**config.mk**
```make
export PLATFORM = sky130hd
export DESIGN_NAME = fpa_mul
export DESIGN_NICKNAME = d
export VERILOG_FILES = /design/src/sv/fpa_pkg.sv /design/src/sv/fpa_mul.sv
export SDC_FILE = /design/constraint.sdc
export NUM_CORES = 2
export LEC_CHECK = 0
export ABC_AREA = 1
export BUFFER_PORTS_ARGS = -buffer_cell sky130_fd_sc_hd__clkbuf_2
export CORE_MARGIN = 2
export CORE_UTILIZATION = 49
export DETAILED_ROUTE_END_ITERATION = 16
export PLACE_DENSITY = 0.66
export SKIP_CTS_REPAIR_TIMING = 1
export SYNTH_ARGS = -nofsm -noshare
export SYNTH_HDL_FRONTEND = slang
export SYNTH_SLANG_ARGS = --single-unit
```
**constraint.sdc**
```tcl
create_clock -name i_clk -period 7.8 [get_ports i_clk]
set_clock_uncertainty 0.15 [all_clocks]
set_input_delay 0.78 -clock i_clk [delete_from_list [all_inputs] [get_ports i_clk]]
set_output_delay 0.78 -clock i_clk [all_outputs]
set_load 0.005 [all_outputs]
```
**src/sv/fpa_pkg.sv**
```systemverilog
// Shared constants, command codes and types for the fixed-point ALU.
// Used by every module of the ALU; depends on nothing.
`timescale 1ns / 1ps
`default_nettype none

package fpa_pkg;

    localparam int FRACTION_BITS      = 8;
    localparam int DATA_W             = 32;
    localparam int CMD_W              = 4;
    localparam int DIV_BITS_PER_STAGE = 2;
    localparam int DIV_STAGES         = DATA_W / DIV_BITS_PER_STAGE;
    // Pipeline stage at which the divider quotient appears.
    localparam int PIPE_DEPTH         = DIV_STAGES + 2;

    typedef logic [CMD_W-1:0]         t_cmd;
    typedef logic signed [DATA_W-1:0] t_word;

    localparam t_cmd CMD_ADD      = 4'd0;
    localparam t_cmd CMD_SUB      = 4'd1;
    localparam t_cmd CMD_MUL      = 4'd2;
    localparam t_cmd CMD_DIV      = 4'd3;
    localparam t_cmd CMD_GT       = 4'd4;
    localparam t_cmd CMD_LT       = 4'd5;
    localparam t_cmd CMD_GE       = 4'd6;
    localparam t_cmd CMD_LE       = 4'd7;
    localparam t_cmd CMD_EQ       = 4'd8;
    localparam t_cmd CMD_NE       = 4'd9;
    localparam t_cmd CMD_MIN      = 4'd10;
    localparam t_cmd CMD_MAX      = 4'd11;
    localparam t_cmd CMD_INC      = 4'd12;
    localparam t_cmd CMD_DEC      = 4'd13;
    localparam t_cmd CMD_FROM_INT = 4'd14;
    localparam t_cmd CMD_TO_INT   = 4'd15;

    typedef struct packed {
        logic  sel_mul;
        logic  sel_div;
        t_word res;
        logic  cmp;
        logic  dz;
    } t_side;

    typedef struct packed {
        logic [DATA_W-1:0] rem;
        logic [DATA_W-1:0] quo;
        logic [DATA_W-1:0] dvs;
        logic              neg;
    } t_div_stage;

endpackage

`default_nettype wire

```
**src/sv/fpa_mul.sv**
```systemverilog
// Two-stage signed multiplier with the fixed-point realignment shift.
// Depends on fpa_pkg.
`timescale 1ns / 1ps
`default_nettype none

module fpa_mul (
    input  logic          i_clk,
    input  logic          i_en,
    input  fpa_pkg::t_word i_a,
    input  fpa_pkg::t_word i_b,
    output fpa_pkg::t_word o_res
);
    import fpa_pkg::*;

    logic signed [2*DATA_W-1:0] r_prod;
    t_word                      r_res;

    always_ff @(posedge i_clk) begin
        if (i_en) begin
            r_prod <= i_a * i_b;
            r_res  <= r_prod[FRACTION_BITS +: DATA_W];
        end
    end

    assign o_res = r_res;

endmodule

`default_nettype wire

```
After elaboration in Yosys (flattened, before gate mapping)
Index checks and enable logic that the tools add are counted.
{"block": "word_totals", "in_bits": 66, "regBits": 72, "out_inout_bits": 32, "elab_cells": 3}
{"block": "classes", "multipliers": 1}
{"cell": "multiplier 32 x 32 -> 40 bit", "count": 1}

Longest topological paths before layout
{"block": "logic_depth", "ltp_word": 1, "mapped_depth": 32, "mapped_depth_nobuf": 30}

Least setup slack after synthesis
No wires, ideal clock.
{"block": "synth_path", "path_kind": "input port to flip-flop", "start": "input i_a[10]", "end": "register r_prod[27] (data pin)", "cell_stages": 26, "path_slack_ns": 0.696, "setup_ns": 0.262, "required_time_ns": 7.388, "path_buffers": 2, "arrival_time_ns": 6.692, "cell_sequence": "clkbuf_1 -> buf_1 -> nand2_1 -> fa_1 -> inv_1 -> fa_1 -> fa_1 -> inv_1 -> fa_1 -> inv_1 -> fa_1 -> fa_1 -> fa_1 -> inv_1 -> fa_1 -> inv_1 -> ha_1 -> nand2_1 -> nor2_1 -> inv_1 -> nor2_2 -> inv_1 -> nor4_2 -> a21oi_1 -> o21bai_1 -> xor2_1"}
{"block": "synth_between", "elab_chain_len": 1}
{"element": "start: declaration", "line_no": "fpa_mul.sv:9", "text": "input fpa_pkg::t_word i_a,"}
{"element": "multiplier 32 x 32 -> 40 bit", "line_no": "fpa_mul.sv:20", "text": "r_prod <= i_a * i_b;"}
{"element": "end signal: assignment", "line_no": "fpa_mul.sv:20"}
{"element": "end: declaration", "line_no": "fpa_mul.sv:15", "text": "logic signed [2*DATA_W-1:0] r_prod;"}
No other way between the ends.
A chain may end at the register's enable or synchronous reset.

Worst setup path in the final report
{"block": "layout_path", "start": "input i_b[13]", "end": "register r_prod[23] (data pin)"}
{"block": "layout_between", "elab_chain_len": 1}
{"element": "start: declaration", "line_no": "fpa_mul.sv:10", "text": "input fpa_pkg::t_word i_b,"}
{"element": "multiplier 32 x 32 -> 40 bit", "line_no": "fpa_mul.sv:20"}
No other way between the ends.

==> results.sh <==
export IMPL_initial_core_util=0.4961
export IMPL_final_cell_mix="inv_1 (1,195), nand2_1 (896), fa_1 (642)"
export IMPL_cp_end_kind="flop"
export IMPL_grt_max_degree=65
export IMPL_synth_warnings=0
export IMPL_clkSinkCount=64
export IMPL_period_needed_ps=7567
export IMPL_wl_met1_mm=30.88
export IMPL_grt_pass1_vias=21353
export IMPL_ant_nets=0
export IMPL_cts_max_level=3
export IMPL_cts_root_buf="clkbuf_16"
export IMPL_wl_mm=72.35
export IMPL_finalSetupViolations=0
export IMPL_fp_dieW_um=237.7
export IMPL_syn_inst=3373
export IMPL_post_route_period_util=0.9702
export IMPL_final_area_um2=28810
export IMPL_boundaryPins=98
export IMPL_cts_buffers_inserted=9
export IMPL_synth_ff_type="edfxtp_1"
export IMPL_cp_max_fo=23
export IMPL_holdWs_ps=266.2
export IMPL_layout_nets=4300
export IMPL_dpl_hpwl_mm=61.31
export IMPL_tightest_slew_ps=790.1
export IMPL_fmax_mhz=132.1
export IMPL_crit_arrival_ps=7530
export IMPL_rsz0062_at_grt="no"
export IMPL_drc=0
export IMPL_reg2reg_slack_ps=6910
export IMPL_clock_path_buffers=2
export IMPL_top_layer="met4"
export IMPL_synthMuxAreaShare=0
export IMPL_synth_edf_count=64
export IMPL_vias=20226
export IMPL_yosysUniqueCellTypes=40
export IMPL_status="finished, final reports clean"
export IMPL_place_congestion=0.9405
export IMPL_min_path_type="flop to flop"
export IMPL_synth_xor_area_share=0.01441
export IMPL_slew_violations=0
export IMPL_io_buffers=97
export IMPL_synth_simple_area_share=0.1492
export IMPL_drtPass1Iterations=8
export IMPL_ys_async_sr_fraction=0
export IMPL_place_area_um2=28520
export IMPL_antenna_found_initial=0
export IMPL_ys_ff_latch=64
export IMPL_synth_fa_ha_area_frac=0.5529
export IMPL_hold_violations=0
export IMPL_dieArea_um2=56480
export IMPL_critPathKind="input port to flop"
export IMPL_crit_required_ps=7770
export IMPL_cts_tree="done"
export IMPL_synth_area_um2=26750
export IMPL_grt_overflow=0
export IMPL_startpoint_type="input port"
export IMPL_avgRoutedWirePerCell_um=17.49
export IMPL_grt_usage=0.2703
export IMPL_grt_pass1_wl_mm=117.1
export IMPL_synth_nets=4236
export IMPL_die_h_um=237.7
export IMPL_synth_compound_area_frac=0.02180
export IMPL_wl_met2_mm=34.40
export IMPL_met3_length_mm=4.757
export IMPL_syn_to_final_growth_pct=7.708
export IMPL_synth_top_family_by_area="adder cells"
export IMPL_clk_pin_slew_ps=50
export IMPL_insertedDiodeCount=0
export IMPL_fillers=5119
export IMPL_via_per_inst=4.888
export IMPL_cap_violations=0
export IMPL_core_area_um2=53920
export IMPL_clk_latency_ps=320
export IMPL_mostFrequentLayoutCell="inv_1"
export IMPL_slew_headroom=0.4733
export IMPL_postSynthAreaPerCell_um2=7.931
export IMPL_first_iter_violations=1435
export IMPL_drive_above_1_share=0.06827
export IMPL_rows=85
export IMPL_seq_area_frac_synth=0.07184
==> cell usage after synthesis, drive strengths merged (6+ instances only) <==
cell	number	share of area
nand2	896	0.13
xnor2	12	0.0039
o21a	8	0.0022
edfxtp	64	0.072
inv	1197	0.17
xor2	32	0.010
a31oi	6	0.0014
buf	34	0.0058
a21oi	46	0.0087
nand3	57	0.011
o21ai	26	0.0050
nor2	49	0.0070
fa	642	0.48
or2	7	0.0016
clkbuf	114	0.016
ha	155	0.072
==> kinds of logic after synthesis <==
family,count (synthesis)
xor gates and xnor gates,44
and+or+nand+nor,1024
DFF,64
AOI/OAI and AO/OA,99
adders and majority gates,797
buffers and inverters,1345
==> area by class of cell <==
type	count	area [um^2]	share of cell area
multi-input cells	1964	19750	0.6855
inverters	1197	4493	0.1559
flip-flops and latches	64	1922	0.06670
repair buffers	201	1479	0.05133
well taps	696	870.8	0.03022
clock buffers	9	225.2	0.007817
clock inverters	7	71.32	0.002475
==> worst max-delay path: stages <==
cell and delay, ps:
clkbuf_2 560, nand2_1 170, fa_1 530, inv_1 50, fa_1 350, inv_1 80, fa_1 430, fa_1 500
inv_1 60, fa_1 490, inv_1 50, fa_1 550, fa_1 430, fa_1 490, inv_1 60, ha_1 350
nand2_1 120, nor2_1 140, inv_1 100, nor2_2 180, inv_1 70, nor4_2 290, a21oi_1 200, buf_4 170
xnor2_1 270
==> routing by layer <==
metal / track usage / vias to the layer above
met5: 0 / -
met4: 0.07909 / 0
met3: 0.02334 / 118
met2: 0.4612 / 703
met1: 0.3702 / 10059
li1: - / 9346
==> registers in the layout, summed over array words and instances, names as in the netlist <==
signal and count:
r_prod 32, o_res 32
==> per-stage QoR <==
stage	cells	utilization	worst slack [ps]	TNS (ps)
after floorplan	3373	-	696.0	0
after global placement	4122	0.5289	-133.9	-133.9
after detailed placement	4122	0.5289	-23.83	-34.08
after CTS	4138	0.5344	311.5	0
after global routing	4138	0.5344	30.69	0
final	4138	0.5344	232.7	0
==> path summary, 6_finish.rpt <==
kind	start	endpoint	cells past startpoint
worst min-delay path	r_prod[26]	o_res[18]	0
worst min register to register	r_prod[26]	o_res[18]	0
worst max-delay path	i_b[13]	r_prod[23]	25
worst max register to register	r_prod[37]	o_res[29]	0
Power is not shown: default switching activity piles up to over one toggle a cycle in this logic, so the estimate is an artifact.
