==> src/sv/fpa_pkg.sv <==
// Shared constants, command codes and types for the fixed-point ALU.
// Used by every module of the ALU; depends on nothing.
`timescale 1ns / 1ps
`default_nettype none

package fpa_pkg;

    localparam int FRACTION_BITS      = 8;
    localparam int DATA_W             = 32;
    localparam int CMD_W              = 4;
    localparam int DIV_BITS_PER_STAGE = 2;
    localparam int DIV_STAGES         = DATA_W / DIV_BITS_PER_STAGE;
    // Pipeline stage at which the divider quotient appears.
    localparam int PIPE_DEPTH         = DIV_STAGES + 2;

    typedef logic [CMD_W-1:0]         t_cmd;
    typedef logic signed [DATA_W-1:0] t_word;

    localparam t_cmd CMD_ADD      = 4'd0;
    localparam t_cmd CMD_SUB      = 4'd1;
    localparam t_cmd CMD_MUL      = 4'd2;
    localparam t_cmd CMD_DIV      = 4'd3;
    localparam t_cmd CMD_GT       = 4'd4;
    localparam t_cmd CMD_LT       = 4'd5;
    localparam t_cmd CMD_GE       = 4'd6;
    localparam t_cmd CMD_LE       = 4'd7;
    localparam t_cmd CMD_EQ       = 4'd8;
    localparam t_cmd CMD_NE       = 4'd9;
    localparam t_cmd CMD_MIN      = 4'd10;
    localparam t_cmd CMD_MAX      = 4'd11;
    localparam t_cmd CMD_INC      = 4'd12;
    localparam t_cmd CMD_DEC      = 4'd13;
    localparam t_cmd CMD_FROM_INT = 4'd14;
    localparam t_cmd CMD_TO_INT   = 4'd15;

    typedef struct packed {
        logic  sel_mul;
        logic  sel_div;
        t_word res;
        logic  cmp;
        logic  dz;
    } t_side;

    typedef struct packed {
        logic [DATA_W-1:0] rem;
        logic [DATA_W-1:0] quo;
        logic [DATA_W-1:0] dvs;
        logic              neg;
    } t_div_stage;

endpackage

`default_nettype wire

==> src/sv/fpa_div.sv <==
// Pipelined restoring divider for the fixed-point divide command.
// Depends on fpa_pkg.
`timescale 1ns / 1ps
`default_nettype none

module fpa_div (
    input  logic          i_clk,
    input  logic          i_en,
    input  fpa_pkg::t_word i_a,
    input  fpa_pkg::t_word i_b,
    output fpa_pkg::t_word o_quot
);
    import fpa_pkg::*;

    function automatic t_div_stage div_step(input t_div_stage s);
        logic [DATA_W:0] w_trial;
        t_div_stage      t;
        t = s;
        for (int i = 0; i < DIV_BITS_PER_STAGE; i++) begin
            w_trial = {t.rem, t.quo[DATA_W-1]};
            t.quo   = {t.quo[DATA_W-2:0], 1'b0};
            if (w_trial >= {1'b0, t.dvs}) begin
                t.rem    = DATA_W'(w_trial - {1'b0, t.dvs});
                t.quo[0] = 1'b1;
            end else begin
                t.rem = w_trial[DATA_W-1:0];
            end
        end
        return t;
    endfunction

    t_word      w_num;
    t_div_stage n_prep;
    t_div_stage r_stage [0:DIV_STAGES];
    t_div_stage n_stage [1:DIV_STAGES];
    t_word      r_quot;

    always_comb begin
        w_num      = {i_a[DATA_W-1-FRACTION_BITS:0], {FRACTION_BITS{1'b0}}};
        n_prep.rem = '0;
        n_prep.quo = w_num[DATA_W-1] ? DATA_W'(-w_num) : DATA_W'(w_num);
        n_prep.dvs = i_b[DATA_W-1] ? DATA_W'(-i_b) : DATA_W'(i_b);
        n_prep.neg = w_num[DATA_W-1] ^ i_b[DATA_W-1];
    end

    always_comb begin
        for (int k = 1; k <= DIV_STAGES; k++) begin
            n_stage[k] = div_step(r_stage[k-1]);
        end
    end

    always_ff @(posedge i_clk) begin
        if (i_en) begin
            r_stage[0] <= n_prep;
            for (int k = 1; k <= DIV_STAGES; k++) begin
                r_stage[k] <= n_stage[k];
            end
        end
    end

    always_ff @(posedge i_clk) begin
        if (i_en) begin
            r_quot <= r_stage[DIV_STAGES].neg ? t_word'(-r_stage[DIV_STAGES].quo)
                                              : t_word'(r_stage[DIV_STAGES].quo);
        end
    end

    assign o_quot = r_quot;

endmodule

`default_nettype wire

==> config.mk <==
export PLATFORM = sky130hd
export DESIGN_NAME = fpa_div
export DESIGN_NICKNAME = d
export VERILOG_FILES = /design/src/sv/fpa_pkg.sv /design/src/sv/fpa_div.sv
export SDC_FILE = /design/constraint.sdc
export NUM_CORES = 2
export LEC_CHECK = 0
export BUFFER_PORTS_ARGS = -buffer_cell sky130_fd_sc_hd__buf_2
export CAP_MARGIN = 20
export CORE_UTILIZATION = 38
export CTS_CLUSTER_SIZE = 12
export DETAILED_ROUTE_END_ITERATION = 10
export PLACE_DENSITY_LB_ADDON = 0.12
export REMOVE_ABC_BUFFERS = 1
export SLEW_MARGIN = 20
export SYNTH_ARGS = -nofsm -noshare
export SYNTH_HDL_FRONTEND = slang
export SYNTH_SLANG_ARGS = --single-unit
==> constraint.sdc <==
create_clock -name i_clk -period 10.29 [get_ports i_clk]
set_input_delay 1.029 -clock i_clk [delete_from_list [all_inputs] [get_ports i_clk]]
set_output_delay 1.029 -clock i_clk [all_outputs]
set_load 0.005 [all_outputs]
## Yosys cells after proc, flatten, opt, wreduce, memory -nomap -nowiden

Memories as Yosys holds them, arrays and structs flattened.
Index checks and enable logic that the tools add are counted.

| word-level totals | value |
|---|---|
| bits in registers | 32 |
| bits in writable memories | 1649 |
| input bits | 66 |
| output and inout port bits | 32 |
| word-level logic and storage cells | 139 |
| memories | 1 |

| operators by class | value |
|---|---|
| add/subtract/negate cells | 35 |
| magnitude comparators | 32 |
| mux-type cells | 69 |
| bitwise operators | 1 |

Memory list:

| name | depth | width | rd ports | clocked after memory_dff | write ports | line | source |
|---|---|---|---|---|---|---|---|
| r_stage | 17 | 97 | 17 | 0 | 17 | fpa_div.sv:34 | `t_div_stage r_stage [0:DIV_STAGES];` |

Operators with widths:

| cell | number |
|---|---|
| $mux W32 | 35 |
| $ge A33 B32 Y1 | 32 |
| $sub A32 B32 Y32 | 32 |
| $neg A32 Y32 | 3 |
| $mux W1 | 34 |
| $xor A1 B1 Y1 | 1 |

## Depth between registers and ports, before layout

An unclocked memory read counts as a cell.

| depth | value |
|---|---|
| depth after elaboration | 5 |
| gate-level depth with buffers | 29 |
| mapped depth without buffers | 27 |

## Worst setup path before layout

No wires, ideal clock.

| timing | value |
|---|---|
| path kind | reg2reg |
| from | mem r_stage[0][1424] in the netlist's numbering |
| to | mem r_stage[0][1550] in the netlist's numbering (data pin) |
| setup time | 0.260 ns |
| arrival time | 5.857 ns |
| data required time | 10.030 ns |
| slack | 4.173 ns |
| stages on the path, launching flop included | 25 |
| path buffers | 2 |
| period minus slack after synthesis | 6.117 ns |
| cell sequence | edfxtp_1 > ha_1 > a21o_1 > a31oi_1 > o31a_1 > o211ai_1 > a21oi_1 > o31ai_1 > a21oi_1 > o21bai_1 > buf_2 > buf_1 > mux2_2 > ha_1 > and2_1 > a2111o_1 > a41o_1 > a2111o_1 > a21oi_2 > o2111ai_2 > a21o_1 > a21oi_2 > nor3_1 > a311o_1 > mux2_2 |

RTL lines:

| what | line |
|---|---|
| start: declaration | fpa_div.sv:34 |

==> reports/results.tsv <==
metric	value	unit
outcome	completed	
gr usage total	22.0	%
Crit. Startpoint	r_stage[0][886]	
drt initial violations	6453	
first-pass GRT wire length	475	mm
Max Used Layer	met4	
min cycle time layout	8.21	ns
die area	0.281	mm2
Area Overhead vs Synth	10.1	%
crit path launch type	flop	
maxcap violations	0	
post-CTS sizing	0	
initial core utilization	38.3	%
clk sinks	1469	
Die X	530	um
metal2 WL	145	mm
worst r2r path cells	24	
hold buffers post-CTS	0	
Num CTS Buffers	179	
drt drc	0	
most common cell after layout, fill and taps aside	edfxtp_1	
class of the worst hold path	reg2reg	
RSZ-0062 raised after global routing	no	
Reg2Reg Setup Slack	2.08	ns
clock root buffer	clkbuf_16	
largest cells by area after synthesis	edfxtp_1, ha_1, mux2_2	
Die Y	530	um
Worst Path Arrival	8.78	ns
Critical Path RT	10.86	ns
max-slew violations	0	
Final HPWL DP	254	mm
Core ar.	0.277	mm2
CP endpoint	r_stage[0][1050]	
Port Buffers	89	
period utilisation layout	79.8	%
WS Path Type	reg2reg	
final setup violation count	0	
Setup Fix Bufs, Post-CTS	0	
leading area contributor after synthesis	edfxtp_1	
R2R Path End	r_stage[0][1050]	
row cnt	193	
fraction of registers with async set/reset	0	%
grt ovf	0	
WHS Path Cells	0	
layout cells sized above 1	9.41	%
commonest register cell after synthesis	edfxtp_1	
yosys warns	0	
Vias	80400	
Gate Count Post-Synth	10500	
Synth Cell Area	0.106	mm2
Distinct cells, synth	99	
Clock Latency Late Sink	0.87	ns
share of the synthesized area in the top cell type	41.6	%
Clk pin slew, worst setup/hold paths	0.06	ns
initial antenna violation count	15	
CP endpoint kind	flop	
Layout Nets	11700	
Post-synth EDFFs	1469	
number of H-tree levels	4	
Relative slew margins	25.0	%
TritonRoute pass-1 iters	5	
crit-path max FO	40	
CTS tree	yes	
largest net degree at the start of global routing	186	
Hold Vio Cnt, Final	0	
vias in the first global route	77200	
Slew @ Worst Pin	1.11	ns
vias per cell	5.58	
post-synthesis register bit count	1469	
Setup TNS Final	0	ns
wire length per cell	22.1	um
WL met3	14.9	mm
Mean Syn Cell Area	10.1	um2
routability cong.	0.941	
met1 WL	151	mm
r2r startpoint	r_stage[0][886]	
sequential share of the synthesized area	41.6	%
num ports	98	
commonest non-fill, non-tap cells in the layout	edfxtp_1, ha_1, a21oi_1	
antenna-violating nets left	0	
drt total wl	319	mm
f_max	122	MHz
clk buf depth	4	
clk_skew	0.0554	ns
==> flip-flops by register name, indices dropped and copies added, names as in the netlist <==
name and flops:
o_quot 32, r_stage 1437
==> through the flow <==
| stage | worst slack [ns] | util, % | hold slack (ns) | cell area (um2) | instances |
|---|---|---|---|---|---|
| finish | 2.08 | 42.2 | 0.384 | 117000 | 14400 |
| global route | 1.66 | 42.2 | 0.366 | 117000 | 14400 |
| CTS | 2.29 | 42.2 | 0.343 | 117000 | 14400 |
| detailed placement | 2.33 | 40.0 | 0.405 | 111000 | 14100 |
| global placement | 2.36 | 40.0 | 0.400 | 111000 | 14100 |
| floorplan | 0.899 | - | 0.400 | 105000 | 10200 |
==> area by class of cell <==
cell class,count,area (um2)
diodes,6,15.0
clock buffers,217,4640
clock inverters,103,1300
fillers,26800,160000
inverters,791,2970
multi-input cells,7987,58200
flip-flops and latches,1469,44100
well taps,3705,4640
repair buffers,141,946
==> worst min path at each step <==
| stage | start | end | slack [ns] |
|---|---|---|---|
| floorplan | r_stage[0][906] | r_stage[0][1005] | 0.40 |
| global placement | r_stage[0][1103] | r_stage[0][1202] | 0.40 |
| detailed placement | r_stage[0][908] | r_stage[0][1007] | 0.40 |
| CTS | i_b[0] | r_stage[0][1] | 0.34 |
| global route | i_b[0] | r_stage[0][1] | 0.37 |
| finish | r_stage[0][1395] | r_stage[0][1494] | 0.38 |
==> critical path, stage by stage (launching register included) <==
cell       delay, ns
edfxtp_1        0.51
inv_1           0.13
ha_1            0.41
nand2_1         0.07
o21ai_0         0.38
o21ai_0         0.27
nor3_1          0.47
nor3b_1         0.18
o31ai_1         0.47
a2bb2oi_4       0.45
nor2_1          0.07
a21oi_1         0.29
ha_1            0.43
nor2b_1         0.22
o31a_1          0.29
o41ai_1         0.85
o2111ai_1       0.40
and3_1          0.34
o211a_1         0.23
o21ai_0         0.14
nand2b_1        0.12
a21boi_1        0.17
buf_4           0.23
inv_2           0.32
mux2_2          0.44
==> synthesized netlist by cell type, types with 149 or more instances <==
cell type and number:
edfxtp_1 1469, xnor2_1 585, nor3_1 149, nand2_1 689
inv_1 782, a21o_1 424, xor2_1 279, mux2_2 497
nand3_1 184, o21ai_0 661, ha_1 993, a21oi_1 954
nor2_1 693
==> routing by layer <==
layer	vias to the layer above	track usage (%)
met5	-	0
met3	326	2.79
li1	39300	-
met4	0	4.98
met1	39000	31.1
met2	1816	35.6
==> logic make-up after synthesis <==
logic type / after synthesis / synth area share, %
xor gates and xnor gates: 864 / 7.13
AOI/OAI and AO/OA: 3097 / 18.6
buffers and inverters: 1018 / 3.72
muxes: 529 / 5.58
and+or+nand+nor: 2477 / 11.2
DFF: 1469 / 41.6
adders and majority gates: 1020 / 12.2
Power is not shown: default switching activity piles up to over one toggle a cycle in this logic, so the estimate is an artifact.
